===== config.mk =====
export PLATFORM = sky130hd
export DESIGN_NAME = mbd_lane
export DESIGN_NICKNAME = d
export VERILOG_FILES = /design/src/hdl/mbd_pkg.sv /design/src/hdl/mbd_lane.sv
export SDC_FILE = /design/constraint.sdc
export NUM_CORES = 1
export LEC_CHECK = 0
export BUFFER_PORTS_ARGS = -buffer_cell sky130_fd_sc_hd__buf_2
export CORE_MARGIN = 2
export CORE_UTILIZATION = 45
export DETAILED_ROUTE_END_ITERATION = 8
export GPL_ROUTABILITY_DRIVEN = 0
export MAX_ROUTING_LAYER = met4
export PLACE_DENSITY = 0.64
export SYNTH_ARGS = -nofsm -noshare
export SYNTH_HDL_FRONTEND = slang
export SYNTH_SLANG_ARGS = --single-unit

===== constraint.sdc =====
create_clock -name clk -period 15.4 [get_ports clk]
set_clock_uncertainty 0.2 [all_clocks]
set_input_delay 4.62 -clock clk [delete_from_list [all_inputs] [get_ports clk]]
set_output_delay 4.62 -clock clk [all_outputs]
set_load 0.01 [all_outputs]

===== src/hdl/mbd_pkg.sv =====
`default_nettype none
// ----------------------------------------------------------------------------
// mbd_pkg: shared types and constants for the button debounce block
// Sizes of the expander bank, opcode and mode codes, register indexes, and
// the structures passed between the top level, the pin lanes and the merge.
// ----------------------------------------------------------------------------
package mbd_pkg;

  localparam int NUM_EXPANDERS     = 4;
  localparam int PINS_PER_EXPANDER = 16;
  localparam int TIME_WIDTH        = 32;

  localparam int NUM_CHANNELS  = NUM_EXPANDERS * PINS_PER_EXPANDER;
  localparam int EXP_IDX_W     = (NUM_EXPANDERS > 1) ? $clog2(NUM_EXPANDERS) : 1;
  localparam int PIN_IDX_W     = $clog2(PINS_PER_EXPANDER);
  localparam int WORD_W        = 16;
  localparam int COUNT_W       = 32;
  localparam int DEBOUNCE_W    = 32;
  localparam int CFG_DATA_W    = 64;
  localparam int CFG_IDX_W     = 2;
  localparam int MODE_CHANNELS = 64;

  typedef enum logic [1:0] {
    OP_SAMPLE = 2'd0,
    OP_READ   = 2'd1,
    OP_CLEAR  = 2'd2
  } op_t;

  typedef enum logic [1:0] {
    MODE_FALL = 2'd0,
    MODE_RISE = 2'd1,
    MODE_BOTH = 2'd2,
    MODE_NONE = 2'd3
  } mode_t;

  localparam logic [CFG_IDX_W-1:0] CFG_DEBOUNCE  = 2'd0;
  localparam logic [CFG_IDX_W-1:0] CFG_MODE_LOW  = 2'd1;
  localparam logic [CFG_IDX_W-1:0] CFG_MODE_HIGH = 2'd2;

  typedef struct packed {
    logic                  sample;
    logic                  clear;
    logic [EXP_IDX_W-1:0]  entry;
    logic                  level;
    logic [TIME_WIDTH-1:0] now;
    logic [DEBOUNCE_W-1:0] debounce;
  } lane_cmd_t;

  typedef struct packed {
    logic               steady;
    logic               pressed;
    logic               released;
    logic [COUNT_W-1:0] count;
  } lane_res_t;

  typedef struct packed {
    logic                 sample_ok;
    logic                 read_ok;
    logic [PIN_IDX_W-1:0] read_lane;
  } op_info_t;

  typedef struct packed {
    logic [WORD_W-1:0]  steady_word;
    logic [WORD_W-1:0]  pressed_mask;
    logic [WORD_W-1:0]  released_mask;
    logic [COUNT_W-1:0] count_value;
  } out_rec_t;

  typedef struct packed {
    logic [EXP_IDX_W-1:0] entry;
    logic [PIN_IDX_W-1:0] lane;
  } chan_loc_t;

  // Splits a channel number into expander entry and pin lane.
  function automatic chan_loc_t chan_split(input logic [5:0] ch);
    chan_loc_t  loc;
    logic [8:0] base;
    loc.entry = '0;
    loc.lane  = '0;
    for (int e = 0; e < NUM_EXPANDERS; e++) begin
      base = 9'(e * PINS_PER_EXPANDER);
      if (9'(ch) >= base) begin
        loc.entry = EXP_IDX_W'(e);
        loc.lane  = PIN_IDX_W'(9'(ch) - base);
      end
    end
    return loc;
  endfunction

endpackage
`default_nettype wire


===== src/hdl/mbd_lane.sv =====
`default_nettype none
// ----------------------------------------------------------------------------
// mbd_lane: debounce and edge count for one pin position
// Holds the state of this pin on every expander and updates the entry of the
// expander that the current beat addresses.
// ----------------------------------------------------------------------------
module mbd_lane
  import mbd_pkg::*;
(
  input  wire logic                            clk,
  input  wire logic                            rst_n,
  input  wire lane_cmd_t                       cmd,
  input  wire logic [NUM_EXPANDERS-1:0][1:0]   modes,
  output lane_res_t                            res
);

  logic                  raw_r    [NUM_EXPANDERS];
  logic                  steady_r [NUM_EXPANDERS];
  logic [TIME_WIDTH-1:0] ct_r     [NUM_EXPANDERS];
  logic [COUNT_W-1:0]    cnt_r    [NUM_EXPANDERS];

  logic                  changed;
  logic [TIME_WIDTH-1:0] ct_nxt;
  logic [TIME_WIDTH-1:0] held;
  logic                  prev;
  logic                  steady_nxt;
  logic                  count_it;
  logic [COUNT_W-1:0]    cnt_nxt;
  mode_t                 mode;

  always_comb begin
    changed    = cmd.level != raw_r[cmd.entry];
    ct_nxt     = changed ? cmd.now : ct_r[cmd.entry];
    held       = cmd.now - ct_nxt;
    prev       = steady_r[cmd.entry];
    steady_nxt = (DEBOUNCE_W'(held) >= cmd.debounce) ? cmd.level : prev;
    mode       = mode_t'(modes[cmd.entry]);
    count_it   = 1'b0;
    if (prev != steady_nxt) begin
      unique case (mode)
        MODE_FALL: count_it = prev;
        MODE_RISE: count_it = ~prev;
        MODE_BOTH: count_it = 1'b1;
        MODE_NONE: count_it = 1'b0;
        default:   count_it = 1'b0;
      endcase
    end
    cnt_nxt      = cnt_r[cmd.entry] + COUNT_W'(1);
    res.steady   = steady_nxt;
    res.pressed  = prev & ~steady_nxt;
    res.released = ~prev & steady_nxt;
    res.count    = cnt_r[cmd.entry];
  end

  always_ff @(posedge clk) begin
    if (!rst_n) begin
      for (int e = 0; e < NUM_EXPANDERS; e++) begin
        raw_r[e]    <= 1'b1;
        steady_r[e] <= 1'b1;
        ct_r[e]     <= '0;
        cnt_r[e]    <= '0;
      end
    end else if (cmd.sample) begin
      raw_r[cmd.entry]    <= cmd.level;
      ct_r[cmd.entry]     <= ct_nxt;
      steady_r[cmd.entry] <= steady_nxt;
      if (count_it) begin
        cnt_r[cmd.entry] <= cnt_nxt;
      end
    end else if (cmd.clear) begin
      cnt_r[cmd.entry] <= '0;
    end
  end

endmodule
`default_nettype wire


==> reports/metrics.sh, run 1 <==
RESULT_OF_THE_RUN='complete, no violations'
TIMING.FINAL.SETUP_VIOLATIONS=0
INITIAL_UTILIZATION=0.4591
DETAIL_ROUTE.WIRELENGTH_UM=33650
LAYOUT.NETS=1469
NUM_IO_PINS=114
MIN-DELAY-PATH-CLASS='reg -> reg'
SYNTH.YOSYS.SEQ_AREA_SHARE=0.5444
CLKTRANSATPATHREGS_PS=60
CLOCKBUFFERDEPTH=3
YS_WARNS=0
FINALPOWER_mW=1.970
WORST_HOLD_PATH.NUM_CELLS=3
ARRIVAL_PS=10060
PLACE.DETAILED.HPWL_UM=21880
SYNTH_ASYNC_SR_FLOP_SHARE=0
NUM_VIAS=9783
SYNTH.TOP_CELLS.BY_AREA='edfxtp_1 54%, mux4_2 8.0%, nor2_1 7.2%'
CTS_SETUP_BUFFERS=0
CTS-BUFFERS-INSERTED=27
PORT-BUFFER-COUNT=113
DIE_H_UM=183.9
AREA_OF_THE_DIE_MM2=0.03382
AVGROUTEDWIREPERCELL_UM=19.28
WL_MET1_UM=14820
CELL_AREA_AFTER_SYNTHESIS_MM2=0.01456
WP_BUF_INV=5
MAXCAPVIOLATIONS=0
SYNTH.MOST_COMMON_CELL='nor2_1'
START_KIND='primary input'
CP_DEPTH=28
RELSLEWSLACK=0.2980
STD_CELL_ROWS=65
UNREPAIRED_SETUP_ENDPOINTS_AFTER_GLOBAL_ROUTING='false'
SLOWEST_DELAY_PS=520
NUMBER_OF_ANTENNA_VIOLATIONS_AT_THE_FIRST_CHECK_IN_GLOBAL_ROUTING=0
SYN_INST=1186
WORST-SLEW-PIN-TRANSITION_PS=1047
FLOORPLAN.CORE_AREA_MM2=0.03172
DRV_SLEW=0
STATIC-LEAKAGE-POWER_nW=6.818
FINALWORSTSETUPSLACK_PS=522.9
CTSROOTBUFFERMASTER='clkbuf_16'
FIRST_GLOBAL_VIAS=9781
CRITICAL_PATH.ENDPOINT_TYPE='output pin'
HOLD_VIOL=0
PIN_COUNT_OF_THE_BIGGEST_NET_ENTERING_GLOBAL_ROUTING=77
HIGHEST_LAYER='met4'
DRT_FIRST_ITER_VIOLATIONS=750
DETAIL-ROUTE-ANTENNA-NETS=0
PRECTSSETUPSLACK_PS=331.9
TOTALNEGATIVESETUPSLACK_PS=0
IRDROPWORSTVDD_mV=0.08115
TIMING.SETUP.CRITICAL_PATH_CLASS='in -> out'
YS_SEQ_ELEMENTS=264
FIRST_PASS_GRT_WIRE_LENGTH_UM=52960
CTSRESIZECOUNT=0
GRT_UTIL_ALL_LAYERS=0.2075
ROUTED-WL-MET2_UM=16600
R2R.WORST_PATH.CELLS=31
SYNTH_EDF_COUNT=264
GRT-OVFL-TOTAL=0
MET3_LENGTH_UM=1757
DOMINANTREGCELLSYNTH='edfxtp_1'
HOLDBUFCOUNTCTS=0
POWERDENSITY_mW_PER_MM2=118.4
WORST-ENDPOINT-REQUIRED_PS=10580
AVERAGE_INSTANCE_AREA_AFTER_SYNTHESIS_UM2=12.28
POST_ROUTE_CELLS_DRIVE_ABOVE_1_SHARE=0.1981
HTREE_NUM_LEVELS=1
CTS_TREE='done'
CTS_SINKS=264
SYNTH_TOP_CELLS_BY_COUNT='280 x nor2_1, 264 x edfxtp_1, 66 x ha_1'
DRT_FIRST_PASS_ITERS=6
POST-ROUTE-PERIOD-UTIL=0.9660
CLOCK_NETWORK_LATENCY_TO_THE_LATER_PIN_OF_THE_WORST_SKEW_PAIR_PS=540
TIMING.FMAX_MHz=67.22
ANTENNA_CELLS=0
MAPPEDNETLISTNETS=1332
YOSYSUNIQUECELLTYPES=61
SYNTH_TOP_AREA_CELL='edfxtp_1'
CRIT_FANOUT=23
DIE_W_UM=183.9
ROUTE.DETAILED.DRC=0
AREA_GROWTH_SYN_TO_LAYOUT_PCT=14.24
VIAS_PER_INST=5.606
SHARE_OF_THE_SYNTHESIZED_AREA_IN_THE_TOP_CELL_TYPE=0.5444
PERIOD_NEEDED_PS=14880
CRITPATHTOPFAMILY='compound AO/OA/AOI/OAI gates'
CPMAXSTAGEDELAYCELL='mux4_2'
metrics by stage:
stage / cells / area [µm²] / hold WS (ps) / util
final: 1745 / 16640 / 701.6 / 0.5245
after global routing: 1745 / 16640 / 755.3 / 0.5245
after CTS: 1745 / 16620 / 708.6 / 0.5241
after detailed placement: 1696 / 15780 / 695.2 / 0.4974
after global placement: 1696 / 15780 / 686.9 / 0.4974
after floorplan: 1186 / 14560 / 614.3 / -
kinds of logic after synthesis:
logic type,Yosys count,share of synthesized area
simple gates,430,0.1265
flops,264,0.5444
compound gates,141,0.06384
buf+inv,122,0.03840
mux,101,0.1321
fa+ha+maj,67,0.05808
xor+xnor,61,0.03669
cell type report:
| class | count | area (µm²) |
|---|---|---|
| fillers | 2756 | 15080 |
| clock buffers | 31 | 690.7 |
| clock inverters | 18 | 156.4 |
| inverters | 66 | 247.7 |
| well taps | 402 | 503.0 |
| repair buffers | 164 | 994.7 |
| flip-flops and latches | 264 | 7928 |
| multi-input cells | 800 | 6116 |
state kept, by name (all words and copies together), names as in the netlist:
name,flops
steady_r,4
ct_r,128
cnt_r,128
raw_r,4
final timing paths:
check	start	slack, ps	end
max	cmd[65]	520	res[32]
min	ct_r[2][31]	700	ct_r[0][31]
max reg2reg	raw_r[2]	6780	cnt_r[1][18]
min reg2reg	ct_r[2][31]	700	ct_r[0][31]
tightest hold or removal path, cell delays in order, from the launching register on:
cell and delay (ps):
edfxtp_1 310, mux4_2 250, mux2i_1 130, nor2_1 100
power breakdown:
group	internal [mW]	total (mW)	switching (mW)
clock	0.369	0.630	0.260
combinational	0.210	0.495	0.285
sequential	0.836	0.846	0.00933
total	1.42	1.97	0.555
layout by cell type (no fill, tap or decap), types with 3 or more instances in the layout:
cell type	Yosys	final
a21o_1	31	31
and4_1	6	6
nor2b_1	4	4
nor2_1	280	280
clkinv_1	1	11
nand4_1	8	8
nand2_1	63	63
buf_4	8	49
a31oi_1	5	5
buf_12	0	3
clkinv_2	0	4
mux4_1	16	16
xor2_1	28	28
inv_1	65	65
o211ai_1	6	6
bufinv_16	0	3
o21ai_0	23	20
a21oi_1	40	40
clkbuf_1	33	4
mux4_2	52	52
clkbuf_16	0	27
and3_1	8	8
or3_1	5	5
xnor2_1	33	32
mux2i_1	31	31
a211oi_1	5	4
nand3_1	20	20
and2_1	9	9
buf_2	6	111
nor3_2	3	3
nor3_1	6	6
ha_1	66	66
o21a_1	4	4
nand2b_1	5	5
edfxtp_1	264	264
o21bai_1	8	8
per-layer routing:
layer / track usage / vias to the layer above
met1: 0.2849 / 4844
met2: 0.3425 / 281
met4: 0.03424 / 0
met5: - / -
li1: - / 4621
met3: 0.02179 / 37
Power figures use the tool's default switching activity.
==> run 2, diff against run 1 <==
--- a/config.mk
+++ b/config.mk
@@ -5,13 +5,16 @@
 export SDC_FILE = /design/constraint.sdc
 export NUM_CORES = 1
 export LEC_CHECK = 0
-export BUFFER_PORTS_ARGS = -buffer_cell sky130_fd_sc_hd__buf_2
+export CELL_PAD_IN_SITES_DETAIL_PLACEMENT = 0
+export CELL_PAD_IN_SITES_GLOBAL_PLACEMENT = 1
 export CORE_MARGIN = 2
 export CORE_UTILIZATION = 45
 export DETAILED_ROUTE_END_ITERATION = 8
+export DONT_BUFFER_PORTS = 1
 export GPL_ROUTABILITY_DRIVEN = 0
 export MAX_ROUTING_LAYER = met4
-export PLACE_DENSITY = 0.64
+export PLACE_DENSITY = 0.71
 export SYNTH_ARGS = -nofsm -noshare
 export SYNTH_HDL_FRONTEND = slang
 export SYNTH_SLANG_ARGS = --single-unit
+export TNS_END_PERCENT = 10
==> run 2 against run 1 <==
Via count down 5.8%. Global-route usage up 0.18 points. Sequential cell count unchanged. Critical path depth down 6. Worst hold slack worse by 4.7 ps. Sequential share of layout area up 1.9 points. Cell area down 3.9%. First-iteration DRC count down 25%. Clock-buffer cell count up 4. Critical endpoint unchanged. Largest cell class unchanged.
==> reports/metrics.sh, run 2 (synthesis results as in run 1) <==
RESULT_OF_THE_RUN='complete, no violations'
CTS-BUFFERS-INSERTED=28
POWERDENSITY_mW_PER_MM2=121.9
DIE_W_UM=183.9
CTS_TREE='done'
INSTANCES_NO_FILL=1623
DRT_FIRST_ITER_VIOLATIONS=566
FIRST_GLOBAL_VIAS=9314
RELSLEWSLACK=0.3780
CLOCKBUFFERDEPTH=3
CTSROOTBUFFERMASTER='clkbuf_16'
ARRIVAL_PS=10110
VIAS_PER_INST=5.681
CTS_SETUP_BUFFERS=0
MIN-DELAY-PATH-CLASS='reg -> reg'
TIMING.SETUP.CRITICAL_PATH_CLASS='in -> out'
PRECTSSETUPSLACK_PS=-69.85
IRDROPWORSTVDD_mV=0.08309
CLKTRANSATPATHREGS_PS=60
CRITICAL_PATH.ENDPOINT_TYPE='output pin'
START_KIND='primary input'
FILLER_CELL_COUNT=2786
NUM_VIAS=9220
FIRST_PASS_GRT_WIRE_LENGTH_UM=52910
CPMAXSTAGEDELAYCELL='mux4_2'
DIE_H_UM=183.9
MOST_FREQUENT_CELLS_IN_THE_LAYOUT='280 x nor2_1, 264 x edfxtp_1, 66 x ha_1, 65 x inv_1, 63 x nand2_1'
DRV_SLEW=0
GRT_UTIL_ALL_LAYERS=0.2094
CRIT_FANOUT=77
PLACE.DETAILED.HPWL_UM=21970
CRITPATHTOPFAMILY='compound AO/OA/AOI/OAI gates'
ANTENNA_CELLS=0
PIN_COUNT_OF_THE_BIGGEST_NET_ENTERING_GLOBAL_ROUTING=78
NUM_IO_PINS=114
POST_ROUTE_CELLS_DRIVE_ABOVE_1_SHARE=0.1220
TIMING.FMAX_MHz=66.99
WORST-SLEW-PIN-TRANSITION_PS=933.1
FLOORPLAN.CORE_AREA_MM2=0.03172
CLOCK_NETWORK_LATENCY_TO_THE_LATER_PIN_OF_THE_WORST_SKEW_PAIR_PS=530
PLACE_INST=1571
WP_BUF_INV=2
CRITICAL_PATH.MOST_COMMON_CELL='ha_1'
MAXCAPVIOLATIONS=0
CRITICAL_PATH.CELL_CHAIN='mux4_2, xnor2_2, buf_4, buf_12, mux2i_2, ha_1, a21oi_1, o21ai_0, or3_1, o21ai_1, o21bai_1, xor2_1, ha_1, nand4_1, nor3_1, nand3_1, nor2_1, a211oi_1, o21ai_2, a21oi_1, o21ai_1, ha_1'
HOLD_VIOL=0
HOLD_WS_PS=696.8
POST-ROUTE-PERIOD-UTIL=0.9693
FINALWORSTSETUPSLACK_PS=472.3
DRT_FIRST_PASS_ITERS=7
FINALPOWER_mW=1.950
WORST-ENDPOINT-REQUIRED_PS=10580
AREA_GROWTH_SYN_TO_LAYOUT_PCT=9.795
INITIAL_UTILIZATION=0.4591
SLOWEST_DELAY_PS=500
ROUTE.DETAILED.DRC=0
HTREE_NUM_LEVELS=1
AREA_OF_THE_DIE_MM2=0.03382
LAYOUT.NETS=1345
AVGROUTEDWIREPERCELL_UM=20.94
MOSTFREQUENTLAYOUTCELL='nor2_1'
CTS_SINKS=264
DETAIL_ROUTE.WIRELENGTH_UM=33980
TIMING.FINAL.SETUP_VIOLATIONS=0
STD_CELL_ROWS=65
STATIC-LEAKAGE-POWER_nW=6.302
PERIOD_NEEDED_PS=14930
HOLDBUFCOUNTCTS=0
REG_TOP3='cnt_r: 128 flops, ct_r: 128 flops'
PORT-BUFFER-COUNT=0
DETAIL-ROUTE-ANTENNA-NETS=0
UNREPAIRED_SETUP_ENDPOINTS_AFTER_GLOBAL_ROUTING='false'
GRT-OVFL-TOTAL=0
NUMBER_OF_ANTENNA_VIOLATIONS_AT_THE_FIRST_CHECK_IN_GLOBAL_ROUTING=0
-- run 2: changes by cell type in the layout (fill, tap and decap cells not counted), moves of 2 or more --
cell | previous run | this run
buf_2 | 111 | 0
buf_4 | 49 | 38
clkinv_1 | 11 | 6
clkinv_2 | 4 | 8
buf_12 | 3 | 1
clkbuf_1 | 4 | 6
clkbuf_16 | 27 | 29
mux2i_1 | 31 | 29
mux2i_2 | 0 | 2
o21ai_0 | 20 | 18
-- run 2: what timing repair did --
action / CTS / global route
setup endpoints to repair: 2 / 3
gates resized for setup: 1 / 6
hold endpoints to repair: 0 / 0
-- run 2: path summary, 6_finish.rpt --
check                    from      endpoint  slack (ps)  depth (start not counted)
hold / removal    ct_r[3][22]   ct_r[1][22]         700                          3
hold reg to reg   ct_r[3][22]   ct_r[1][22]         700                          3
setup / recovery      cmd[65]       res[32]         470                         22
setup reg to reg     raw_r[0]  cnt_r[1][21]        6880                         28
-- run 2: final cells by class --
type,count,area (µm²),area share
Tap cell,402,503.0,0.03146
Clock inverter,17,135.1,0.008451
Multi-Input combinational cell,800,6122,0.3829
Inverter,66,247.7,0.01549
Sequential cell,264,7928,0.4958
Timing Repair Buffer,39,305.3,0.01909
Clock buffer,35,748.2,0.04680
-- run 2: metal layers --
layer	vias to the layer above	GRT usage	routed length (µm)
met5	-	-	0
met4	0	0.04448	703
met3	48	0.03803	1865
met2	205	0.3460	16370
met1	4586	0.2721	15040
li1	4381	-	-
-- run 2: metrics by stage --
stage	cell area, µm²	util	TNS (ps)
after floorplan	14560	-	0
after CTS	15980	0.5037	0
final	15990	0.5041	0
after detailed placement	15090	0.4757	-69.85
after global routing	15990	0.5041	0
after global placement	15090	0.4757	0
-- run 2: power by group --
part           leakage (nW)  switching [mW]  internal [mW]  total (mW)
sequential             2.73         0.00917          0.836       0.846
combinational          3.13           0.266          0.190       0.456
clock                 0.437           0.271          0.377       0.648
-- run 2: worst register-to-register path: cells and delay by family, from the launching register on --
family                     cells  cell delay (ps)
AOI/OAI and AO/OA              9             1680
adders and majority gates      3              980
and+or+nand+nor                8             2530
buffers and inverters          4             1140
muxes                          2              920
xor gates and xnor gates       2              310
DFF                            1              370
