## config.mk

```make
export PLATFORM = sky130hd
export DESIGN_NAME = mbd_merge
export DESIGN_NICKNAME = d
export VERILOG_FILES = /design/src/hdl/mbd_pkg.sv /design/src/hdl/mbd_merge.sv
export SDC_FILE = /design/constraint.sdc
export NUM_CORES = 1
export LEC_CHECK = 0
export BUFFER_PORTS_ARGS = -buffer_cell sky130_fd_sc_hd__buf_2
export CORE_AREA = 2 2 251 253
export CTS_BUF_LIST = sky130_fd_sc_hd__clkbuf_16
export DETAILED_ROUTE_END_ITERATION = 10
export DIE_AREA = 0 0 253 255
export PLACE_DENSITY = 0.45
export SYNTH_ARGS = -nofsm -noshare
export SYNTH_HDL_FRONTEND = slang
export SYNTH_SLANG_ARGS = --single-unit
export TNS_END_PERCENT = 1
```

## constraint.sdc

```tcl
create_clock -name clk -period 3.8 [get_ports clk]
set_input_delay 0.76 -clock clk [delete_from_list [all_inputs] [get_ports clk]]
set_output_delay 0.76 -clock clk [all_outputs]
set_load 0.05 [all_outputs]
```

## src/hdl/mbd_pkg.sv

```systemverilog
`default_nettype none
// ----------------------------------------------------------------------------
// mbd_pkg: shared types and constants for the button debounce block
// Sizes of the expander bank, opcode and mode codes, register indexes, and
// the structures passed between the top level, the pin lanes and the merge.
// ----------------------------------------------------------------------------
package mbd_pkg;

  localparam int NUM_EXPANDERS     = 4;
  localparam int PINS_PER_EXPANDER = 16;
  localparam int TIME_WIDTH        = 32;

  localparam int NUM_CHANNELS  = NUM_EXPANDERS * PINS_PER_EXPANDER;
  localparam int EXP_IDX_W     = (NUM_EXPANDERS > 1) ? $clog2(NUM_EXPANDERS) : 1;
  localparam int PIN_IDX_W     = $clog2(PINS_PER_EXPANDER);
  localparam int WORD_W        = 16;
  localparam int COUNT_W       = 32;
  localparam int DEBOUNCE_W    = 32;
  localparam int CFG_DATA_W    = 64;
  localparam int CFG_IDX_W     = 2;
  localparam int MODE_CHANNELS = 64;

  typedef enum logic [1:0] {
    OP_SAMPLE = 2'd0,
    OP_READ   = 2'd1,
    OP_CLEAR  = 2'd2
  } op_t;

  typedef enum logic [1:0] {
    MODE_FALL = 2'd0,
    MODE_RISE = 2'd1,
    MODE_BOTH = 2'd2,
    MODE_NONE = 2'd3
  } mode_t;

  localparam logic [CFG_IDX_W-1:0] CFG_DEBOUNCE  = 2'd0;
  localparam logic [CFG_IDX_W-1:0] CFG_MODE_LOW  = 2'd1;
  localparam logic [CFG_IDX_W-1:0] CFG_MODE_HIGH = 2'd2;

  typedef struct packed {
    logic                  sample;
    logic                  clear;
    logic [EXP_IDX_W-1:0]  entry;
    logic                  level;
    logic [TIME_WIDTH-1:0] now;
    logic [DEBOUNCE_W-1:0] debounce;
  } lane_cmd_t;

  typedef struct packed {
    logic               steady;
    logic               pressed;
    logic               released;
    logic [COUNT_W-1:0] count;
  } lane_res_t;

  typedef struct packed {
    logic                 sample_ok;
    logic                 read_ok;
    logic [PIN_IDX_W-1:0] read_lane;
  } op_info_t;

  typedef struct packed {
    logic [WORD_W-1:0]  steady_word;
    logic [WORD_W-1:0]  pressed_mask;
    logic [WORD_W-1:0]  released_mask;
    logic [COUNT_W-1:0] count_value;
  } out_rec_t;

  typedef struct packed {
    logic [EXP_IDX_W-1:0] entry;
    logic [PIN_IDX_W-1:0] lane;
  } chan_loc_t;

  // Splits a channel number into expander entry and pin lane.
  function automatic chan_loc_t chan_split(input logic [5:0] ch);
    chan_loc_t  loc;
    logic [8:0] base;
    loc.entry = '0;
    loc.lane  = '0;
    for (int e = 0; e < NUM_EXPANDERS; e++) begin
      base = 9'(e * PINS_PER_EXPANDER);
      if (9'(ch) >= base) begin
        loc.entry = EXP_IDX_W'(e);
        loc.lane  = PIN_IDX_W'(9'(ch) - base);
      end
    end
    return loc;
  endfunction

endpackage
`default_nettype wire

```

## src/hdl/mbd_merge.sv

```systemverilog
`default_nettype none
// ----------------------------------------------------------------------------
// mbd_merge: combines the lane results into one result beat
// Packs the per-pin bits into words, picks the addressed count, and holds
// results in a two-entry output buffer so that intake goes on under stall.
// ----------------------------------------------------------------------------
module mbd_merge
  import mbd_pkg::*;
(
  input  wire logic                              clk,
  input  wire logic                              rst_n,
  input  wire logic                              accept,
  input  wire op_info_t                          info,
  input  wire lane_res_t [PINS_PER_EXPANDER-1:0] lane_res,
  input  wire logic                              out_stall,
  output logic                                   busy,
  output logic                                   out_valid,
  output logic [WORD_W-1:0]                      out_steady_word,
  output logic [WORD_W-1:0]                      out_pressed_mask,
  output logic [WORD_W-1:0]                      out_released_mask,
  output logic [COUNT_W-1:0]                     out_count_value
);

  out_rec_t rec;
  logic [WORD_W-1:0] steady_bits;
  logic [WORD_W-1:0] pressed_bits;
  logic [WORD_W-1:0] released_bits;

  out_rec_t out_data_r, out_data_nxt;
  out_rec_t skid_data_r, skid_data_nxt;
  logic     out_valid_r, out_valid_nxt;
  logic     skid_valid_r, skid_valid_nxt;

  // Only pins 0 to 15 appear in the result words.
  for (genvar b = 0; b < WORD_W; b++) begin : g_bits
    if (b < PINS_PER_EXPANDER) begin : g_pin
      assign steady_bits[b]   = lane_res[b].steady;
      assign pressed_bits[b]  = lane_res[b].pressed;
      assign released_bits[b] = lane_res[b].released;
    end else begin : g_none
      assign steady_bits[b]   = 1'b0;
      assign pressed_bits[b]  = 1'b0;
      assign released_bits[b] = 1'b0;
    end
  end

  always_comb begin
    rec.steady_word   = info.sample_ok ? steady_bits : '0;
    rec.pressed_mask  = info.sample_ok ? pressed_bits : '0;
    rec.released_mask = info.sample_ok ? released_bits : '0;
    rec.count_value   = info.read_ok ? lane_res[info.read_lane].count : '0;
  end

  always_comb begin
    out_data_nxt   = out_data_r;
    out_valid_nxt  = out_valid_r;
    skid_data_nxt  = skid_data_r;
    skid_valid_nxt = skid_valid_r;
    if (!out_valid_r || !out_stall) begin
      // Output slot is free this cycle: the older beat moves up first.
      out_valid_nxt  = skid_valid_r | accept;
      out_data_nxt   = skid_valid_r ? skid_data_r : rec;
      skid_valid_nxt = 1'b0;
    end else if (accept) begin
      skid_valid_nxt = 1'b1;
      skid_data_nxt  = rec;
    end
  end

  always_ff @(posedge clk) begin
    if (!rst_n) begin
      out_valid_r  <= 1'b0;
      skid_valid_r <= 1'b0;
    end else begin
      out_valid_r  <= out_valid_nxt;
      skid_valid_r <= skid_valid_nxt;
    end
    out_data_r  <= out_data_nxt;
    skid_data_r <= skid_data_nxt;
  end

  assign busy              = skid_valid_r;
  assign out_valid         = out_valid_r;
  assign out_steady_word   = out_data_r.steady_word;
  assign out_pressed_mask  = out_data_r.pressed_mask;
  assign out_released_mask = out_data_r.released_mask;
  assign out_count_value   = out_data_r.count_value;

endmodule
`default_nettype wire

```

==> impl_metrics.yaml, run 1 <==
setup_path:
  criticalPathCategory: "in -> reg"
  worst-path-max-fanout: 45
  path_cells: "buf_6, buf_4, mux4_2, nor2b_1, a211o_1, a32o_1"
  start_kind: "input port"
  crit_path_end_kind: "flip-flop"
  cp_slowest_stage_delay_ps: 510
  arrival_ps: 2880
  required_ps: 4020
  crit_slowest_cell: "mux4_2"
clock_tree:
  clk-insertion-delay-late_ps: 470
  cts_root_buf: "clkbuf_16"
  cts_inserted_buffers: 17
  hold_buffers: 0
  ctsResizeCount: 0
  clk_pin_slew_worst_paths_ps: 70
  cts_max_path_buffers: 2
  cts_max_level: 4
  cts_setup_buffers: 0
  clkSinkCount: 162
  cts_tree: "done"
logic_synthesis:
  syn_area_per_cell_um2: 15.19
  synth-main-ff-cell: "edfxtp_1"
  synth_area_leader_cell: "edfxtp_1"
  yosysSeqAreaShare_pct: 46.30
  ys_warn_count: 0
  yosysTopAreaCellShare_pct: 45.92
  syn-num-nets: 1259
  synth_edf_count: 160
  syn_area_um2: 10460
  synth_cells: 689
  async_flop_share_pct: 0
  synth.distinct_cells: 30
  yosysMostFrequentCell: "edfxtp_1"
  ys_seq_elements: 162
  synth_area_leaders: "edfxtp_1 46%, mux4_2 23%, mux2i_1 6.4%, mux2_2 5.2%, and2_1 2.9%"
  synth_commonest_cells: "160 x edfxtp_1, 105 x mux4_2, 67 x mux2i_1"
floorplanning:
  die_area_um2: 64520
  die_w_um: 253
  initial_core_util_pct: 16.83
  core-area_um2: 62160
  row_count: 92
  dieHeight_um: 255
  num_io_pins: 652
grt:
  grt_usage_pct: 15.42
  grt_max_degree: 52
  grt_pass1_wl_um: 69210
  grt_pass1_vias: 9448
  overflow: 0
  antenna_found_initial: 34
layout:
  stdcell_count: 2130
  regArea_um2: 4848
  fin_area_um2: 15270
  drive_gt1_share_pct: 64.60
  n_fill_cell: 6639
  multiInputGateArea_um2: 5268
  nets: 1883
  syn2layout_area_growth_pct: 45.95
  final_util_pct: 24.57
route:
  antenna_left: 0
  drt_iter0_markers: 577
  drt_wl_total_um: 51420
  drt_first_pass_iters: 5
  vias: 9314
  via_per_inst: 4.373
  wl_per_cell_um: 24.14
  drc: 0
sta:
  max_freq_mhz: 376.5
  relSlewSlack_pct: 44.37
  drv_slew: 0
  rsz0062_at_grt: "false"
  min_period_over_period_pct: 69.90
  setup_slack_ps: 1144
  worst_slew_pin_slew_ps: 834.5
  finalHoldViolCount: 0
  finClkSkew_ps: 10.07
  setup-violations-final: 0
  min_period_ps: 2656
  setup_tns_ps: 0
run:
  cap_violations: 0
placed_design:
  gp_congestion: 0.8858
  dp_slack_ps: 613.8
  placedCellCount: 2093
  place_area_um2: 14620
  place_hpwl_um: 41920
  port_buffers: 651
power_and_ir_drop:
  ir_drop_v: 0.0002190
  power.static_leakage_uw: 0.006672
  p_per_area_nw_per_um2: 362.5
min_path:
  hold_class: "reg -> reg"
outcome:
  outcome: "complete, no violations"
[logic make-up after synthesis]
family / share of synthesized area (%)
buf+inv: 3.540
mux: 34.93
flops: 46.30
compound gates: 6.649
simple gates: 8.575
[sequential cells by signal (all words and copies together) (netlist names)]
| register | count |
|---|---|
| out_steady_word | 16 |
| out_valid | 1 |
| skid_data_r | 80 |
| out_released_mask | 16 |
| out_count_value | 32 |
| busy | 1 |
| out_pressed_mask | 16 |
[critical path: cells and delay by family]
family	cells	cell delay, ps
compound gates	2	550
buf+inv	2	850
simple gates	1	140
mux	1	510
[metrics by stage]
stage / hold slack, ps / total power (µW)
floorplan: 506.5 / 3044
global placement: 519.9 / 3638
detailed placement: 525.8 / 3644
CTS: 500.6 / 5633
global route: 524.2 / 5771
finish: 536.3 / 5536
[layout by cell type (no fill, tap or decap), types with 2 or more instances in the layout]
cell	instances
buf_2	647
edfxtp_1	160
mux4_2	105
mux2i_1	67
and2_1	48
mux2_2	48
nand2_1	32
nor2b_1	28
and3_1	28
a211o_1	27
a32o_1	27
clkbuf_16	17
a22oi_1	15
buf_4	14
diode_2	6
nor2_1	6
buf_12	6
a32oi_1	5
nand4_1	5
o21ai_1	5
bufinv_16	5
nor3b_1	4
mux4_1	3
inv_6	3
inv_1	3
buf_6	3
and3b_1	2
clkinv_4	2
[power breakdown]
part | internal (µW) | switching (µW) | total [µW] | leakage (µW)
combinational | 624 | 828 | 1450 | 0.00471
sequential | 2100 | 36.3 | 2130 | 0.00164
clock | 1160 | 789 | 1950 | 0.000318
[cell type report]
class	instances	share of cell area, %
well taps	799	6.547
flip-flops and latches	162	31.75
diodes	6	0.09833
repair buffers	670	22.90
clock inverters	14	1.393
multi-input cells	461	34.50
clock buffers	17	2.786
inverters	1	0.02458
[final timing paths]
check,cells past startpoint,to,from,slack (ps)
setup / recovery,6,out_count_value[31],info[0],1140
hold / removal,1,out_count_value[0],skid_data_r[0],540
setup reg to reg,2,out_pressed_mask[4],busy,1650
hold reg to reg,1,out_count_value[0],skid_data_r[0],540
[routing by layer]
layer / vias to the layer above / track usage (%) / wire (µm)
li1: 4128 / - / -
met1: 4559 / 18.97 / 21110
met4: 16 / 5.072 / 960
met5: - / 0 / 105
met3: 79 / 5.563 / 4533
met2: 532 / 25.05 / 24710
No activity file was read; power rests on OpenSTA's default activity.
==> inputs of run 2 (changes only) <==
clock period = 2.55 ns   (was 3.8 ns; I/O delays follow)
==> run 2 against run 1 <==
Net effect:
- core utilization grew 0.38 points
- non-clock buffer count is 34 higher
- sequential power up 49%
- clock-buffer cell count stayed put
- worst hold slack worse by 230 ps
- first-iteration DRC count fell by 21%
- die area unchanged
- sequential share of layout area shrank 0.48 points
- register-to-register slack got worse by 850 ps
- largest cell class unchanged
- largest power group unchanged
- highest routed layer unchanged
==> impl_metrics.yaml, run 2 (synthesis results as in run 1) <==
grt:
  overflow: 0
  grt_pass1_wl_um: 66500
  grt_pass1_vias: 9690
  grt_usage_pct: 14.54
  antenna_found_initial: 26
  grt_max_degree: 52
floorplanning:
  die_area_um2: 64520
  core-area_um2: 62160
  num_io_pins: 652
  die_w_um: 253
  row_count: 92
  initial_core_util_pct: 16.83
  dieHeight_um: 255
run:
  cap_violations: 0
setup_path:
  start_kind: "input port"
  path_cells: "buf_6, buf_4, buf_4, nor2b_1, a32oi_1, nand4_1, o21ai_1"
  cp_slowest_stage_delay_ps: 450
  crit_path_frequent_cell: "buf_4"
  crit_slowest_cell: "nor2b_1"
  required_ps: 2760
  crit_path_end_kind: "flip-flop"
  cp_num_buf_inv: 3
  criticalPathCategory: "in -> reg"
  critical_path.top_delay_family: "buffers and inverters"
  arrival_ps: 2310
  worst-path-max-fanout: 28
min_path:
  hold_class: "in -> reg"
sta:
  drv_slew: 0
  finClkSkew_ps: 13.94
  hold-worst-slack_ps: 306.9
  relSlewSlack_pct: 28.93
  rsz0062_at_grt: "false"
  setup_tns_ps: 0
  min_period_ps: 2104
  max_freq_mhz: 475.3
  setup-violations-final: 0
  finalHoldViolCount: 0
  worst_slew_pin_slew_ps: 1064
  min_period_over_period_pct: 82.51
clock_tree:
  cts_root_buf: "clkbuf_16"
  cts_inserted_buffers: 17
  cts_setup_buffers: 0
  cts_max_path_buffers: 2
  clkSinkCount: 162
  cts_max_level: 4
  hold_buffers: 0
  clk-insertion-delay-late_ps: 480
  clk_pin_slew_worst_paths_ps: 70
  cts_tree: "done"
  ctsResizeCount: 0
route:
  antenna_left: 0
  drt_wl_total_um: 48670
  wl_per_cell_um: 22.46
  vias: 9358
  drt_first_pass_iters: 5
  drt_iter0_markers: 456
  via_per_inst: 4.318
  drc: 0
layout:
  largest_reg_flops: 80
  syn2layout_area_growth_pct: 48.21
  final_common_cell: "buf_2"
  layout_common_cells: "647 x buf_2, 160 x edfxtp_1, 105 x mux4_2, 67 x mux2i_1"
  drive_gt1_share_pct: 65.66
  top_register: "skid_data_r"
  fin_area_um2: 15510
  nets: 1917
power_and_ir_drop:
  power.static_leakage_uw: 0.006807
  ir_drop_v: 0.0003209
  p_per_area_nw_per_um2: 515.6
placed_design:
  place_area_um2: 14910
  port_buffers: 651
  gp_congestion: 0.8858
  place_hpwl_um: 40220
outcome:
  outcome: "complete, no violations"
## run 2: changes by cell type in the layout (fill, tap and decap cells not counted), sizes merged
cell / delta
clkinv: +5
diode: +2
clkinvlp: +1
buf: +34
inv: -1
bufinv: -4
## run 2: routing by layer
layer  track usage [%]  wire length (µm)  share of wire (%)  up-vias
li1                  -                 -                  -     4198
met4             4.886              1084                2.2       10
met1             18.63             20450                 42     4595
met3             4.109              3975                8.2       65
met5                 0                62               0.13        -
met2             23.56             23090                 47      490
## run 2: final cells by class
cell class                      count  area [µm²]
Fill cell                        6670       46650
Multi-Input combinational cell    461        5268
Sequential cell                   162        4848
Timing Repair Buffer              704        3790
Tap cell                          799       999.7
Clock buffer                       17       425.4
Clock inverter                     15       151.4
Antenna cell                        8       20.02
Inverter                            1       3.754
## run 2: final timing paths
path	slack (ps)	endpoint	startpoint	depth (start not counted)
max	450	out_count_value[14]	info[1]	7
min	310	out_valid	rst_n	2
max reg2reg	800	out_count_value[18]	busy	2
min reg2reg	540	out_count_value[8]	skid_data_r[8]	1
## run 2: through the flow
| step | setup WS [ps] | utilization [%] | std cells | power, µW |
|---|---|---|---|---|
| after floorplan | -350.9 | - | 689 | 4535 |
| after global placement | -118.6 | 23.99 | 2127 | 5445 |
| after detailed placement | -130.2 | 23.99 | 2127 | 5454 |
| after CTS | 410.7 | 24.91 | 2159 | 8174 |
| after global routing | 227.1 | 24.93 | 2164 | 8392 |
| final | 446.1 | 24.95 | 2167 | 7995 |
## run 2: worst register-to-register path: cells and delay by family (launching register included)
family / cells / cell delay, ps
DFF: 1 / 440
and+or+nand+nor: 1 / 860
AOI/OAI and AO/OA: 1 / 330
## run 2: power by group
| group | internal, µW | total (µW) | switching, µW |
|---|---|---|---|
| Sequential | 3120 | 3170 | 45.7 |
| Combinational | 970 | 2190 | 1220 |
| Clock | 1370 | 2630 | 1260 |
| Total | 5460 | 8000 | 2530 |
==> inputs of run 3 (changes only) <==
CORE_AREA = 2 2 255 257   (was 2 2 251 253)
DIE_AREA = 0 0 257 259   (was 0 0 253 255)
clock period = 1.78 ns   (was 2.55 ns; I/O delays follow)
==> run 3 against run 2 <==
Net effect:
- largest power group unchanged
- global-route usage up 1.2 points
- clock power up 43%
- sequential power up 44%
- sequential share of layout area down 0.72 points
- setup slack worse by 430 ps
- worst hold slack worse by 160 ps
- total power up 45%
- critical path depth down 2
- via count up 2.3%
==> impl_metrics.yaml, run 3 (synthesis results as in run 1) <==
outcome:
  outcome: "complete, no violations"
sta:
  relSlewSlack_pct: 36.76
  min_period_ps: 1767
  finClkSkew_ps: 9.878
  rsz0062_at_grt: "false"
  max_freq_mhz: 566.0
  finalHoldViolCount: 0
  setup_slack_ps: 13.12
  drv_slew: 0
  setup_tns_ps: 0
  worst_slew_pin_slew_ps: 948.5
  min_period_over_period_pct: 99.26
  setup-violations-final: 0
route:
  wl_per_cell_um: 23.85
  drt_wl_total_um: 53740
  vias: 9571
  drt_iter0_markers: 519
  via_per_inst: 4.248
  drc: 0
  drt_first_pass_iters: 5
  antenna_left: 0
clock_tree:
  cts_inserted_buffers: 17
  clk-insertion-delay-late_ps: 480
  cts_setup_buffers: 0
  cts_max_path_buffers: 2
  cts_tree: "done"
  clk_pin_slew_worst_paths_ps: 70
  cts_max_level: 4
  cts_root_buf: "clkbuf_16"
  clkSinkCount: 162
setup_path:
  path_cells: "buf_12, buf_12, mux4_2, a211o_1, a32o_1"
  ff2ff_path_depth: 2
  crit_slowest_cell: "mux4_2"
  start_kind: "input port"
  criticalPathCategory: "in -> reg"
  crit_path_end_kind: "flip-flop"
  cp_slowest_stage_delay_ps: 640
  arrival_ps: 2000
  required_ps: 2010
  worst-path-max-fanout: 15
  crit_path_frequent_cell: "buf_12"
placed_design:
  port_buffers: 651
  place_hpwl_um: 45840
  gp_congestion: 0.9442
  dp_slack_ps: -690.1
power_and_ir_drop:
  p_per_area_nw_per_um2: 730.3
  ir_drop_v: 0.0004882
  power.static_leakage_uw: 0.006957
floorplanning:
  die_w_um: 257
  row_count: 93
  core-area_um2: 63880
  die_area_um2: 66560
  initial_core_util_pct: 16.38
  num_io_pins: 652
  dieHeight_um: 259
layout:
  nets: 1940
  regArea_um2: 4850
  multiInputGateArea_um2: 5276
  drive_gt1_share_pct: 66.38
  top_register: "skid_data_r"
  largest_reg_flops: 80
  n_fill_cell: 6876
  final_common_cell: "buf_2"
  syn2layout_area_growth_pct: 51.73
  layout_common_cells: "647 x buf_2, 160 x edfxtp_1, 105 x mux4_2, 66 x mux2i_1, 60 x buf_4"
grt:
  grt_usage_pct: 15.78
  grt_max_degree: 55
  grt_pass1_wl_um: 74070
  grt_pass1_vias: 10230
  overflow: 0
  antenna_found_initial: 35
run:
  cap_violations: 0
min_path:
  hold_depth: 2
  hold_class: "in -> reg"
-- run 3: area by class of cell --
| cell class | count | share of cell area, % |
|---|---|---|
| repair buffers | 727 | 25.61 |
| multi-input cells | 461 | 33.24 |
| clock inverters | 15 | 0.9221 |
| clock buffers | 17 | 2.680 |
| well taps | 855 | 6.739 |
| diodes | 15 | 0.2364 |
| inverters | 1 | 0.02364 |
| flip-flops and latches | 162 | 30.55 |
-- run 3: worst paths after layout --
kind                            slack, ps            start             endpoint
worst max-delay path                   10          info[0]   out_count_value[5]
worst min-delay path                  150            rst_n            out_valid
worst max register to register        150             busy  out_count_value[13]
worst min register to register        540  skid_data_r[27]  out_count_value[27]
-- run 3: layer usage --
metal	GRT usage [%]	vias to the layer above	share of wire [%]
met5	0	-	0.15
met1	18.91	4719	41
li1	-	4252	-
met3	5.360	98	8.3
met4	8.802	12	4.5
met2	24.83	490	46
-- run 3: stage by stage --
stage          power, µW  hold slack (ps)  util (%)  area [µm²]  cells
3_3_place_gp        7929            518.2     23.84       15230   2206
6_report           11590            148.2     24.85       15880   2253
2_1_floorplan       6494            502.3         -       10480    689
5_1_grt            12100            120.0     24.84       15870   2250
3_5_place_dp        7945            519.2     23.84       15230   2206
4_1_cts            11820            96.14     24.76       15820   2238
-- run 3: what timing repair did --
action,CTS,global route
gates resized for setup,5,4
endpoints found under the setup margin,9,19
hold buffers,0,0
-- run 3: where the power goes --
part	switching (µW)	leakage [µW]	internal, µW	total [µW]
sequential	70.1	0.00164	4480	4550
combinational	1840	0.00504	1450	3290
clock	1800	0.000276	1960	3760
total	3710	0.00696	7880	11600
-- run 3: worst max-delay path: cells and delay by family --
kind                   cells  cell delay (ps)
buffers and inverters      2              320
muxes                      1              640
AOI/OAI and AO/OA          2              650
